$ cat config.mk
export PLATFORM = sky130hd
export DESIGN_NAME = storage_port_init_handshake_unit
export DESIGN_NICKNAME = d
export VERILOG_FILES = /design/src/design/spih_pkg.sv /design/src/design/spih_port.sv /design/src/design/spih_obuf.sv /design/src/design/storage_port_init_handshake_unit.sv
export VERILOG_INCLUDE_DIRS = /design/src /design/src/design
export SDC_FILE = /design/constraint.sdc
export NUM_CORES = 1
export LEC_CHECK = 0
export BUFFER_PORTS_ARGS = -buffer_cell sky130_fd_sc_hd__buf_2
export CORE_MARGIN = 3
export CORE_UTILIZATION = 50
export DETAILED_ROUTE_END_ITERATION = 6
export GPL_ROUTABILITY_DRIVEN = 0
export GPL_TIMING_DRIVEN = 0
export PLACE_DENSITY = 0.72
export SYNTH_ARGS = -nofsm -noshare
export SYNTH_HDL_FRONTEND = slang
export SYNTH_SLANG_ARGS = --single-unit
$ cat constraint.sdc
create_clock -name i_clk -period 7.4 [get_ports i_clk]
set_input_delay 0.37 -clock i_clk [delete_from_list [all_inputs] [get_ports i_clk]]
set_output_delay 0.37 -clock i_clk [all_outputs]
set_load 0.1 [all_outputs]
$ cat src/design/storage_port_init_handshake_unit_macros.svh
// ----------------------------------------------------------------------------
// Assertion macros for the storage port init handshake unit
// Concurrent checks on i_clk, disabled while i_rst_n is low.
// ----------------------------------------------------------------------------
`ifndef STORAGE_PORT_INIT_HANDSHAKE_UNIT_MACROS_SVH
`define STORAGE_PORT_INIT_HANDSHAKE_UNIT_MACROS_SVH

`ifndef NO_ASSERTIONS

// same-cycle implication
`define SPIH_ASSERT_NOW(lbl, ante, cons) \
    lbl: assert property (@(posedge i_clk) disable iff (!i_rst_n) (ante) |-> (cons)) \
        else $error("spih assertion failed");

// next-cycle implication
`define SPIH_ASSERT_NEXT(lbl, ante, cons) \
    lbl: assert property (@(posedge i_clk) disable iff (!i_rst_n) (ante) |=> (cons)) \
        else $error("spih assertion failed");

`else

`define SPIH_ASSERT_NOW(lbl, ante, cons)
`define SPIH_ASSERT_NEXT(lbl, ante, cons)

`endif

`endif

$ cat src/design/spih_pkg.sv
// ----------------------------------------------------------------------------
// spih_pkg
// Types and constants shared by the storage port init handshake unit.
// ----------------------------------------------------------------------------
`default_nettype none

package spih_pkg;

    localparam int OUT_ADDR_W = 22;

    // host access codes
    typedef enum logic [1:0] {
        CMD_READ     = 2'd0,
        CMD_WRITE    = 2'd1,
        CMD_WRITE_LO = 2'd2,
        CMD_WRITE_HI = 2'd3
    } t_command;

    localparam logic SEL_IP = 1'b0;
    localparam logic SEL_SA = 1'b1;

    // configuration register indexes
    typedef enum logic [1:0] {
        CFG_DEFAULT_VECTOR   = 2'd0,
        CFG_PORT_MODEL       = 2'd1,
        CFG_FIRMWARE_VERSION = 2'd2,
        CFG_UNUSED           = 2'd3
    } t_cfg_index;

    localparam logic [8:0] DEFAULT_VECTOR_RST   = 9'd108;
    localparam logic [3:0] PORT_MODEL_RST       = 4'd6;
    localparam logic [3:0] FIRMWARE_VERSION_RST = 4'd3;

    // status word bits
    localparam logic [15:0] SA_ERR  = 16'h8000;
    localparam logic [15:0] SA_S1   = 16'h0800;
    localparam logic [15:0] SA_S2   = 16'h1000;
    localparam logic [15:0] SA_S3   = 16'h2000;
    localparam logic [15:0] SA_S4   = 16'h4000;
    localparam logic [15:0] SA_DIAG = 16'h0100;
    localparam logic [15:0] SA_MAP  = 16'h0040;
    localparam logic [15:0] SA_RESET = SA_S1 | SA_DIAG | SA_MAP;
    localparam logic [15:0] SA_DEAD  = SA_ERR | 16'h0001;

    // visible step codes
    localparam logic [2:0] ST_STEP1    = 3'd0;
    localparam logic [2:0] ST_WRAP     = 3'd1;
    localparam logic [2:0] ST_STEP2    = 3'd2;
    localparam logic [2:0] ST_STEP3    = 3'd3;
    localparam logic [2:0] ST_PURGE_SA = 3'd4;
    localparam logic [2:0] ST_PURGE_IP = 3'd5;
    localparam logic [2:0] ST_STEP4    = 3'd6;
    localparam logic [2:0] ST_RUN      = 3'd7;

    typedef struct packed {
        logic             we;
        t_cfg_index       index;
        logic [8:0]       wdata;
    } t_cfg_write;

    typedef struct packed {
        logic [15:0]           read_data;
        logic [2:0]            controller_state;
        logic                  irq_request;
        logic [8:0]            irq_vector;
        logic                  poll_request;
        logic                  clear_request;
        logic [OUT_ADDR_W-1:0] clear_start;
        logic [10:0]           clear_bytes;
        logic [OUT_ADDR_W-1:0] response_ring_base;
        logic [OUT_ADDR_W-1:0] command_ring_base;
        logic [7:0]            command_ring_slots;
        logic [7:0]            response_ring_slots;
    } t_result;

endpackage

`default_nettype wire

$ cat src/design/spih_port.sv
// ----------------------------------------------------------------------------
// spih_port
// Step sequencer: updates the port state on each accepted host access and
// forms the result beat for it in the same cycle.
// ----------------------------------------------------------------------------
`default_nettype none

module spih_port #(
    parameter int ADDRESS_BITS = 22
) (
    input  wire logic                 i_clk,
    input  wire logic                 i_rst_n,
    input  wire logic                 i_accept,
    input  wire logic [1:0]           i_command,
    input  wire logic                 i_reg_select,
    input  wire logic [15:0]          i_write_data,
    input  wire spih_pkg::t_cfg_write i_cfg,
    output spih_pkg::t_result         o_result
);

    typedef enum logic [8:0] {
        PH_STEP1    = 9'b000000001,
        PH_WRAP     = 9'b000000010,
        PH_STEP2    = 9'b000000100,
        PH_STEP3    = 9'b000001000,
        PH_PURGE_SA = 9'b000010000,
        PH_PURGE_IP = 9'b000100000,
        PH_STEP4    = 9'b001000000,
        PH_RUN      = 9'b010000000,
        PH_DEAD     = 9'b100000000
    } t_phase;

    localparam int AW = ADDRESS_BITS;

    t_phase          r_phase,    n_phase;
    logic [15:0]     r_status,   n_status;
    logic [15:0]     r_pending,  n_pending;
    logic [7:0]      r_step1_hi, n_step1_hi;
    logic [8:0]      r_vector,   n_vector;
    logic            r_irq_en,   n_irq_en;
    logic            r_purge_en, n_purge_en;
    logic [AW-1:0]   r_comm,     n_comm;
    logic [2:0]      r_cmd_code, n_cmd_code;
    logic [2:0]      r_rsp_code, n_rsp_code;

    logic [8:0]      r_dflt_vec;
    logic [3:0]      r_model;
    logic [3:0]      r_fw;

    logic [15:0]     sa_word;
    logic [31:0]     lo_word;
    logic [31:0]     hi_word;
    logic            post;
    logic            enter4;
    logic            ev_poll;
    logic            ev_irq;
    logic [15:0]     rd;
    logic [7:0]      rsp_slots;
    logic [7:0]      cmd_slots;
    logic [9:0]      rsp_bytes;
    logic [9:0]      cmd_bytes;
    logic [3:0]      clr_off;
    logic [AW-1:0]   cmd_base;
    logic [AW-1:0]   clr_base;
    logic [31:0]     comm_ext;
    logic [31:0]     cmd_base_ext;
    logic [31:0]     clr_base_ext;
    logic [2:0]      state_code;

    // configuration registers
    always_ff @(posedge i_clk) begin
        if (!i_rst_n) begin
            r_dflt_vec <= spih_pkg::DEFAULT_VECTOR_RST;
            r_model    <= spih_pkg::PORT_MODEL_RST;
            r_fw       <= spih_pkg::FIRMWARE_VERSION_RST;
        end else if (i_cfg.we) begin
            unique case (i_cfg.index)
                spih_pkg::CFG_DEFAULT_VECTOR:   r_dflt_vec <= i_cfg.wdata;
                spih_pkg::CFG_PORT_MODEL:       r_model    <= i_cfg.wdata[3:0];
                spih_pkg::CFG_FIRMWARE_VERSION: r_fw       <= i_cfg.wdata[3:0];
                default: ;
            endcase
        end
    end

    // merged SA word for this access
    always_comb begin
        unique case (spih_pkg::t_command'(i_command))
            spih_pkg::CMD_WRITE:    sa_word = i_write_data;
            spih_pkg::CMD_WRITE_LO: sa_word = {r_pending[15:8], i_write_data[7:0]};
            spih_pkg::CMD_WRITE_HI: sa_word = {i_write_data[7:0], r_pending[7:0]};
            default:                sa_word = r_pending;
        endcase
    end

    assign lo_word = {16'h0000, sa_word[15:1], 1'b0};
    assign hi_word = {1'b0, sa_word[14:0], 16'h0000};

    always_comb begin
        n_phase    = r_phase;
        n_status   = r_status;
        n_pending  = r_pending;
        n_step1_hi = r_step1_hi;
        n_vector   = r_vector;
        n_irq_en   = r_irq_en;
        n_purge_en = r_purge_en;
        n_comm     = r_comm;
        n_cmd_code = r_cmd_code;
        n_rsp_code = r_rsp_code;
        post       = 1'b0;
        enter4     = 1'b0;
        ev_poll    = 1'b0;
        rd         = 16'h0000;

        if (i_accept) begin
            if (spih_pkg::t_command'(i_command) == spih_pkg::CMD_READ) begin
                if (i_reg_select == spih_pkg::SEL_IP) begin
                    if (r_phase == PH_PURGE_IP) begin
                        enter4 = 1'b1;
                    end else if (r_phase == PH_RUN) begin
                        ev_poll = 1'b1;
                    end
                end else begin
                    rd = r_status;
                end
            end else if (i_reg_select == spih_pkg::SEL_IP) begin
                // port reset
                n_phase    = PH_STEP1;
                n_status   = spih_pkg::SA_RESET;
                n_pending  = 16'h0000;
                n_step1_hi = 8'h00;
                n_vector   = r_dflt_vec;
                n_irq_en   = 1'b0;
                n_purge_en = 1'b0;
                n_comm     = '0;
                n_cmd_code = 3'd0;
                n_rsp_code = 3'd0;
            end else begin
                n_pending = sa_word;
                unique case (r_phase)
                    PH_STEP1: begin
                        if (sa_word[15]) begin
                            if (sa_word[14]) begin
                                n_status = sa_word;
                                n_phase  = PH_WRAP;
                            end else begin
                                n_step1_hi = sa_word[15:8];
                                n_cmd_code = sa_word[13:11];
                                n_rsp_code = sa_word[10:8];
                                n_irq_en   = sa_word[7];
                                if (sa_word[6:0] != 7'd0) begin
                                    n_vector = {sa_word[6:0], 2'b00};
                                end
                                n_status = spih_pkg::SA_S2 | {8'h00, sa_word[15:8]};
                                n_phase  = PH_STEP2;
                                post     = 1'b1;
                            end
                        end
                    end
                    PH_WRAP: begin
                        n_status = sa_word;
                    end
                    PH_STEP2: begin
                        n_comm     = lo_word[AW-1:0];
                        n_purge_en = sa_word[0];
                        n_status   = spih_pkg::SA_S3 | {8'h00, r_step1_hi};
                        n_phase    = PH_STEP3;
                        post       = 1'b1;
                    end
                    PH_STEP3: begin
                        n_comm = r_comm | hi_word[AW-1:0];
                        if (sa_word[15]) begin
                            n_status = 16'h0000;
                            n_phase  = PH_PURGE_SA;
                        end else begin
                            enter4 = 1'b1;
                        end
                    end
                    PH_PURGE_SA: begin
                        if (sa_word != 16'h0000) begin
                            n_status = spih_pkg::SA_DEAD;
                            n_phase  = PH_DEAD;
                        end else begin
                            n_phase = PH_PURGE_IP;
                        end
                    end
                    PH_STEP4: begin
                        if (sa_word[0]) begin
                            n_status = 16'h0000;
                            n_phase  = PH_RUN;
                            ev_poll  = 1'b1;
                        end
                    end
                    default: ;
                endcase
            end
        end

        if (enter4) begin
            n_status = spih_pkg::SA_S4 | {8'h00, r_model, r_fw};
            n_phase  = PH_STEP4;
            post     = 1'b1;
        end
    end

    assign ev_irq = post && n_irq_en && (n_vector != 9'd0);

    always_ff @(posedge i_clk) begin
        if (!i_rst_n) begin
            r_phase    <= PH_STEP1;
            r_status   <= spih_pkg::SA_RESET;
            r_pending  <= 16'h0000;
            r_step1_hi <= 8'h00;
            r_vector   <= spih_pkg::DEFAULT_VECTOR_RST;
            r_irq_en   <= 1'b0;
            r_purge_en <= 1'b0;
            r_comm     <= '0;
            r_cmd_code <= 3'd0;
            r_rsp_code <= 3'd0;
        end else begin
            r_phase    <= n_phase;
            r_status   <= n_status;
            r_pending  <= n_pending;
            r_step1_hi <= n_step1_hi;
            r_vector   <= n_vector;
            r_irq_en   <= n_irq_en;
            r_purge_en <= n_purge_en;
            r_comm     <= n_comm;
            r_cmd_code <= n_cmd_code;
            r_rsp_code <= n_rsp_code;
        end
    end

    // ring geometry from the updated state
    assign rsp_slots = 8'd1 << n_rsp_code;
    assign cmd_slots = 8'd1 << n_cmd_code;
    assign rsp_bytes = {rsp_slots, 2'b00};
    assign cmd_bytes = {cmd_slots, 2'b00};
    assign clr_off   = n_purge_en ? 4'd8 : 4'd4;
    assign cmd_base  = n_comm + AW'(rsp_bytes);
    assign clr_base  = n_comm - AW'(clr_off);

    assign comm_ext     = 32'(n_comm);
    assign cmd_base_ext = 32'(cmd_base);
    assign clr_base_ext = 32'(clr_base);

    always_comb begin
        unique case (n_phase)
            PH_STEP1:    state_code = spih_pkg::ST_STEP1;
            PH_WRAP:     state_code = spih_pkg::ST_WRAP;
            PH_STEP2:    state_code = spih_pkg::ST_STEP2;
            PH_STEP3:    state_code = spih_pkg::ST_STEP3;
            PH_PURGE_SA: state_code = spih_pkg::ST_PURGE_SA;
            PH_PURGE_IP: state_code = spih_pkg::ST_PURGE_IP;
            PH_STEP4:    state_code = spih_pkg::ST_STEP4;
            PH_RUN:      state_code = spih_pkg::ST_RUN;
            PH_DEAD:     state_code = spih_pkg::ST_PURGE_SA;
            default:     state_code = spih_pkg::ST_STEP1;
        endcase
    end

    always_comb begin
        o_result.read_data           = rd;
        o_result.controller_state    = state_code;
        o_result.irq_request         = ev_irq;
        o_result.irq_vector          = ev_irq ? n_vector : 9'd0;
        o_result.poll_request        = ev_poll;
        o_result.clear_request       = enter4;
        o_result.clear_start         = enter4 ? clr_base_ext[spih_pkg::OUT_ADDR_W-1:0] : '0;
        o_result.clear_bytes         = enter4 ?
                                       (11'(clr_off) + 11'(rsp_bytes) + 11'(cmd_bytes)) :
                                       11'd0;
        o_result.response_ring_base  = comm_ext[spih_pkg::OUT_ADDR_W-1:0];
        o_result.command_ring_base   = cmd_base_ext[spih_pkg::OUT_ADDR_W-1:0];
        o_result.command_ring_slots  = cmd_slots;
        o_result.response_ring_slots = rsp_slots;
    end

endmodule

`default_nettype wire

$ cat src/design/spih_obuf.sv
// ----------------------------------------------------------------------------
// spih_obuf
// Result register with a skid stage: takes a beat while the previous one
// still waits downstream.
// ----------------------------------------------------------------------------
`default_nettype none

module spih_obuf (
    input  wire logic              i_clk,
    input  wire logic              i_rst_n,
    input  wire logic              i_valid,
    output logic                   o_stall,
    input  wire spih_pkg::t_result i_data,
    output logic                   o_valid,
    input  wire logic              i_stall,
    output spih_pkg::t_result      o_data
);

    logic              r_out_valid,  n_out_valid;
    logic              r_skid_valid, n_skid_valid;
    spih_pkg::t_result r_out,        n_out;
    spih_pkg::t_result r_skid,       n_skid;
    logic              accept;
    logic              out_free;

    assign accept   = i_valid && !r_skid_valid;
    assign out_free = !r_out_valid || !i_stall;

    always_comb begin
        n_out_valid  = r_out_valid;
        n_skid_valid = r_skid_valid;
        n_out        = r_out;
        n_skid       = r_skid;
        if (out_free) begin
            if (r_skid_valid) begin
                // drain skid into the output slot
                n_out        = r_skid;
                n_out_valid  = 1'b1;
                n_skid_valid = 1'b0;
            end else if (accept) begin
                n_out       = i_data;
                n_out_valid = 1'b1;
            end else begin
                n_out_valid = 1'b0;
            end
        end else if (accept) begin
            // hold output, park the new beat
            n_skid       = i_data;
            n_skid_valid = 1'b1;
        end
    end

    always_ff @(posedge i_clk) begin
        if (!i_rst_n) begin
            r_out_valid  <= 1'b0;
            r_skid_valid <= 1'b0;
        end else begin
            r_out_valid  <= n_out_valid;
            r_skid_valid <= n_skid_valid;
        end
    end

    always_ff @(posedge i_clk) begin
        r_out  <= n_out;
        r_skid <= n_skid;
    end

    assign o_stall = r_skid_valid;
    assign o_valid = r_out_valid;
    assign o_data  = r_out;

endmodule

`default_nettype wire

$ cat src/design/storage_port_init_handshake_unit.sv
// ----------------------------------------------------------------------------
// storage_port_init_handshake_unit
// Port-side IP/SA initialization handshake of a disk controller.
// ----------------------------------------------------------------------------
//  channel   valid         stall         payload
//  access    i_in_valid    o_in_stall    i_command, i_reg_select, i_write_data
//  result    o_out_valid   i_out_stall   o_read_data ... o_response_ring_slots
//  config    i_cfg_we      (none)        i_cfg_index, i_cfg_wdata
//
// One access per cycle while o_in_stall is low; its result is registered.
// The step state updates in the accept cycle, so the next access sees it.
// A result register plus one skid stage absorb a downstream stall; the
// input stalls only when both are full.
// Synchronous active-low reset restores step 1 and the config defaults.
// ----------------------------------------------------------------------------
`default_nettype none

`include "storage_port_init_handshake_unit_macros.svh"

module storage_port_init_handshake_unit #(
    parameter int ADDRESS_BITS = 22
) (
    input  wire logic        i_clk,
    input  wire logic        i_rst_n,

    input  wire logic        i_cfg_we,
    input  wire logic [1:0]  i_cfg_index,
    input  wire logic [8:0]  i_cfg_wdata,

    input  wire logic        i_in_valid,
    output logic             o_in_stall,
    input  wire logic [1:0]  i_command,
    input  wire logic        i_reg_select,
    input  wire logic [15:0] i_write_data,

    output logic             o_out_valid,
    input  wire logic        i_out_stall,
    output logic [15:0]      o_read_data,
    output logic [2:0]       o_controller_state,
    output logic             o_irq_request,
    output logic [8:0]       o_irq_vector,
    output logic             o_poll_request,
    output logic             o_clear_request,
    output logic [21:0]      o_clear_start,
    output logic [10:0]      o_clear_bytes,
    output logic [21:0]      o_response_ring_base,
    output logic [21:0]      o_command_ring_base,
    output logic [7:0]       o_command_ring_slots,
    output logic [7:0]       o_response_ring_slots
);

    spih_pkg::t_cfg_write cfg;
    spih_pkg::t_result    step_result;
    spih_pkg::t_result    out_result;
    logic                 accept;

    assign cfg.we    = i_cfg_we;
    assign cfg.index = spih_pkg::t_cfg_index'(i_cfg_index);
    assign cfg.wdata = i_cfg_wdata;

    assign accept = i_in_valid && !o_in_stall;

    spih_port #(
        .ADDRESS_BITS (ADDRESS_BITS)
    ) u_port (
        .i_clk        (i_clk),
        .i_rst_n      (i_rst_n),
        .i_accept     (accept),
        .i_command    (i_command),
        .i_reg_select (i_reg_select),
        .i_write_data (i_write_data),
        .i_cfg        (cfg),
        .o_result     (step_result)
    );

    spih_obuf u_obuf (
        .i_clk   (i_clk),
        .i_rst_n (i_rst_n),
        .i_valid (i_in_valid),
        .o_stall (o_in_stall),
        .i_data  (step_result),
        .o_valid (o_out_valid),
        .i_stall (i_out_stall),
        .o_data  (out_result)
    );

    assign o_read_data           = out_result.read_data;
    assign o_controller_state    = out_result.controller_state;
    assign o_irq_request         = out_result.irq_request;
    assign o_irq_vector          = out_result.irq_vector;
    assign o_poll_request        = out_result.poll_request;
    assign o_clear_request       = out_result.clear_request;
    assign o_clear_start         = out_result.clear_start;
    assign o_clear_bytes         = out_result.clear_bytes;
    assign o_response_ring_base  = out_result.response_ring_base;
    assign o_command_ring_base   = out_result.command_ring_base;
    assign o_command_ring_slots  = out_result.command_ring_slots;
    assign o_response_ring_slots = out_result.response_ring_slots;

    // skid holds a beat only behind a full output slot
    `SPIH_ASSERT_NOW(a_skid_behind_out, o_in_stall, o_out_valid)
    // after every accepted access the output holds a valid beat next cycle
    `SPIH_ASSERT_NEXT(a_accept_gives_result, accept, o_out_valid)
    // clear window only on entering step 4
    `SPIH_ASSERT_NOW(a_clear_in_step4, o_out_valid && o_clear_request,
                     o_controller_state == spih_pkg::ST_STEP4)
    // an interrupt always carries a vector
    `SPIH_ASSERT_NOW(a_irq_has_vector, o_out_valid && o_irq_request,
                     o_irq_vector != 9'd0)

endmodule

`default_nettype wire
==> results.toml <==
[yosys]
synth_ff_type = "edfxtp_1"
synth_edf_count = 240
yosysSeqAreaShare_pct = 59.17
ys_warn_count = 0
syn_area_um2 = 15770
ys_seq_elements = 346
syn_avg_cell_area_um2 = 11.38
ys_types = 89
async_flop_share_pct = 0
synthCells = 1386

[drt]
routedWlPerCell_um = 21.04
antenna_left = 0
drt_iter0_markers = 1510
vias = 12054
drc = 2
wirelength_mm = 42.36
drtPass1Iterations = 7
viasPerCell = 5.988

[floorplan]
io-pin-count = 161
core-area_um2 = 30830
rows = 64
start_util_pct = 51.14
die_w_um = 183.6
die-height_um = 183.6
die-area_um2 = 33700

[layout]
antennaDiodeCount = 0
layout_common_cells = "240 x edfxtp_1, 165 x buf_2, 159 x nand2_1, 153 x nor2_1, 106 x dfxtp_1"
multi_input_area_um2 = 6001
design_area_um2 = 18490
seqCellArea_um2 = 9329
drive_gt1_share_pct = 20.59
final_common_cell = "edfxtp_1"
fin_cells = 2013
fillers = 2492
syn_to_final_growth_pct = 17.29
fin_nets = 1654

[cts]
htreeDepth = 2
cts_buffer_depth = 3
holdBufCountCts = 0
cts_tree = "done"
cts_sinks = 346
root_buffer = "clkbuf_16"
path_clk_slew_ns = 0.06
cts_made_buffers = 36
cts_resized = 0
clock_latency_ns = 0.52
postCtsSetupBuffers = 0

[global_route]
grt.busiest_layer = "met2"
grt_pass1_vias = 11352
grt_pass1_wl_mm = 64.09
gr-total-overflow = 0
grtUsageMet1_pct = 34.00
use_met2_pct = 38.34
grt_max_degree = 35
track_usage_pct = 24.39
antenna_found_initial = 0
use_met3_pct = 4.036

[pwr]
power_density_nw_per_um2 = 256.5
peakVddDrop_mv = 0.1650
cellLeakagePower_nw = 7.654

[timing]
relSlewSlack_pct = 19.78
finalHoldViolations = 0
timing.final.max_slew_violations = 0
worst_slew_pin_slew_ns = 1.203
max_freq_ghz = 0.1576
fin_crit_sh_pct = 85.77
setup_viol = 0
skew_ns = 0.01169
timing.hold.ws_ns = 0.08516
rsz0062_at_grt = "false"
min_period_ns = 6.347

[placed_design]
post-dp-hpwl_mm = 30.47
io_buffers = 158
place_inst = 1949
placed_area_um2 = 17240

[flow_run]
maxCapViolCount = 0

[worst_setup_path]
cp.arrival_ns = 6.61
cp_max_fo = 9
cp.required_ns = 7.66
crit_path_start_kind = "flip-flop"
reg2reg_setup_slack_ns = 1.05
cp-end-kind = "flip-flop"
crit_type = "reg -> reg"

[outcome]
violations = "DRC"
outcome = "finished with violations"

[min_path]
worstHoldPathType = "in -> reg"
==> cell families after synthesis <==
group,after synthesis,share of synthesized area [%]
fa+ha+maj,28,2.460
mux,83,5.706
simple gates,496,15.03
compound gates,283,12.37
other cells,1,0.02378
flops,346,59.17
buf+inv,108,2.912
xor+xnor,41,2.325
==> Yosys cell counts, types with 9 or more instances <==
| master | number | area share [%] |
|---|---|---|
| dfxtp_1 | 106 | 13 |
| nand2_1 | 159 | 3.8 |
| and3_1 | 18 | 0.71 |
| a21o_1 | 33 | 1.6 |
| nand3_1 | 26 | 0.83 |
| o31ai_1 | 15 | 0.71 |
| ha_1 | 23 | 1.8 |
| a31oi_1 | 10 | 0.40 |
| edfxtp_1 | 240 | 46 |
| clkbuf_1 | 53 | 1.3 |
| xor2_1 | 13 | 0.72 |
| xnor2_1 | 27 | 1.5 |
| nand4_1 | 9 | 0.36 |
| mux2_2 | 55 | 3.9 |
| nor3_1 | 40 | 1.3 |
| and2_1 | 17 | 0.67 |
| nor4_1 | 10 | 0.40 |
| nor2_1 | 154 | 3.7 |
| o21ai_0 | 48 | 1.5 |
| mux2i_1 | 28 | 1.8 |
| nor2b_1 | 9 | 0.36 |
| inv_1 | 29 | 0.69 |
| a22oi_1 | 25 | 1.2 |
| a21oi_1 | 52 | 1.7 |
| a22o_1 | 22 | 1.2 |
==> flip-flops by register name, indices dropped and copies added, names as in the netlist <==
| register | count |
|---|---|
| u_port.r_irq_en | 1 |
| u_obuf.o_stall | 1 |
| u_port.r_pending | 16 |
| u_port.r_step1_hi | 7 |
| u_obuf.r_skid | 120 |
| u_port.r_vector | 9 |
| u_port.r_cmd_code | 3 |
| u_port.r_rsp_code | 3 |
| u_port.r_phase | 9 |
| u_obuf.o_data | 120 |
| u_port.r_dflt_vec | 9 |
| u_port.r_status | 16 |
| u_port.r_purge_en | 1 |
| u_port.r_fw | 4 |
| u_port.r_comm | 22 |
| u_obuf.o_valid | 1 |
| u_port.r_model | 4 |
==> layer usage <==
layer | part of all wire (%) | wire (µm)
met3 | 9.2 | 3889
met1 | 42 | 17670
met2 | 45 | 19050
met4 | 4.1 | 1746
met5 | 0 | 0
==> cell type report <==
class,count,area share (%)
Tap cell,396,2.679
Inverter,31,0.6292
Clock inverter,17,1.218
Buffer,77,1.854
Clock buffer,47,5.541
Multi-Input combinational cell,933,32.45
Sequential cell,346,50.45
Timing Repair Buffer,166,5.183
==> worst paths after layout <==
check | from | endpoint | depth (start not counted)
hold reg to reg | u_port.r_pending[10] | u_port.r_pending[10] | 2
setup / recovery | u_port.r_phase[7] | u_obuf.o_data[36] | 18
hold / removal | i_cfg_wdata[6] | u_port.r_dflt_vec[6] | 3
setup reg to reg | u_port.r_phase[7] | u_obuf.o_data[36] | 18
==> report_power, final <==
group          leakage (nW)  internal [mW]  switching (mW)
sequential             3.25           2.14          0.0225
clock                 0.618           1.16           0.752
combinational          3.79          0.130           0.545
total                  7.65           3.42            1.32
==> metrics by stage <==
step	total power [mW]	setup TNS (ns)	setup WS, ns	utilization, %
2_1_floorplan	2.719	0	0.5946	-
3_3_place_gp	2.860	-160.70	-1.353	55.34
3_5_place_dp	2.867	0	1.173	55.93
4_1_cts	4.762	0	1.198	59.98
5_1_grt	4.874	0	0.7629	59.98
6_report	4.743	0	1.053	59.98
==> worst max-delay path: stages, from the launching register on <==
cell	delay, ns
dfxtp_1	0.40
or3_1	0.43
nor4_1	0.54
nand3_1	0.56
a22o_1	0.39
a22oi_1	0.56
nand3_1	0.30
inv_1	0.17
ha_1	0.18
inv_1	0.06
fa_1	0.43
nor2b_1	0.12
o21ai_0	0.10
a21boi_0	0.40
o21a_1	0.19
o21ai_0	0.31
a2111oi_2	0.50
xnor2_1	0.16
mux2_2	0.28
No activity file was read; power rests on OpenSTA's default activity.
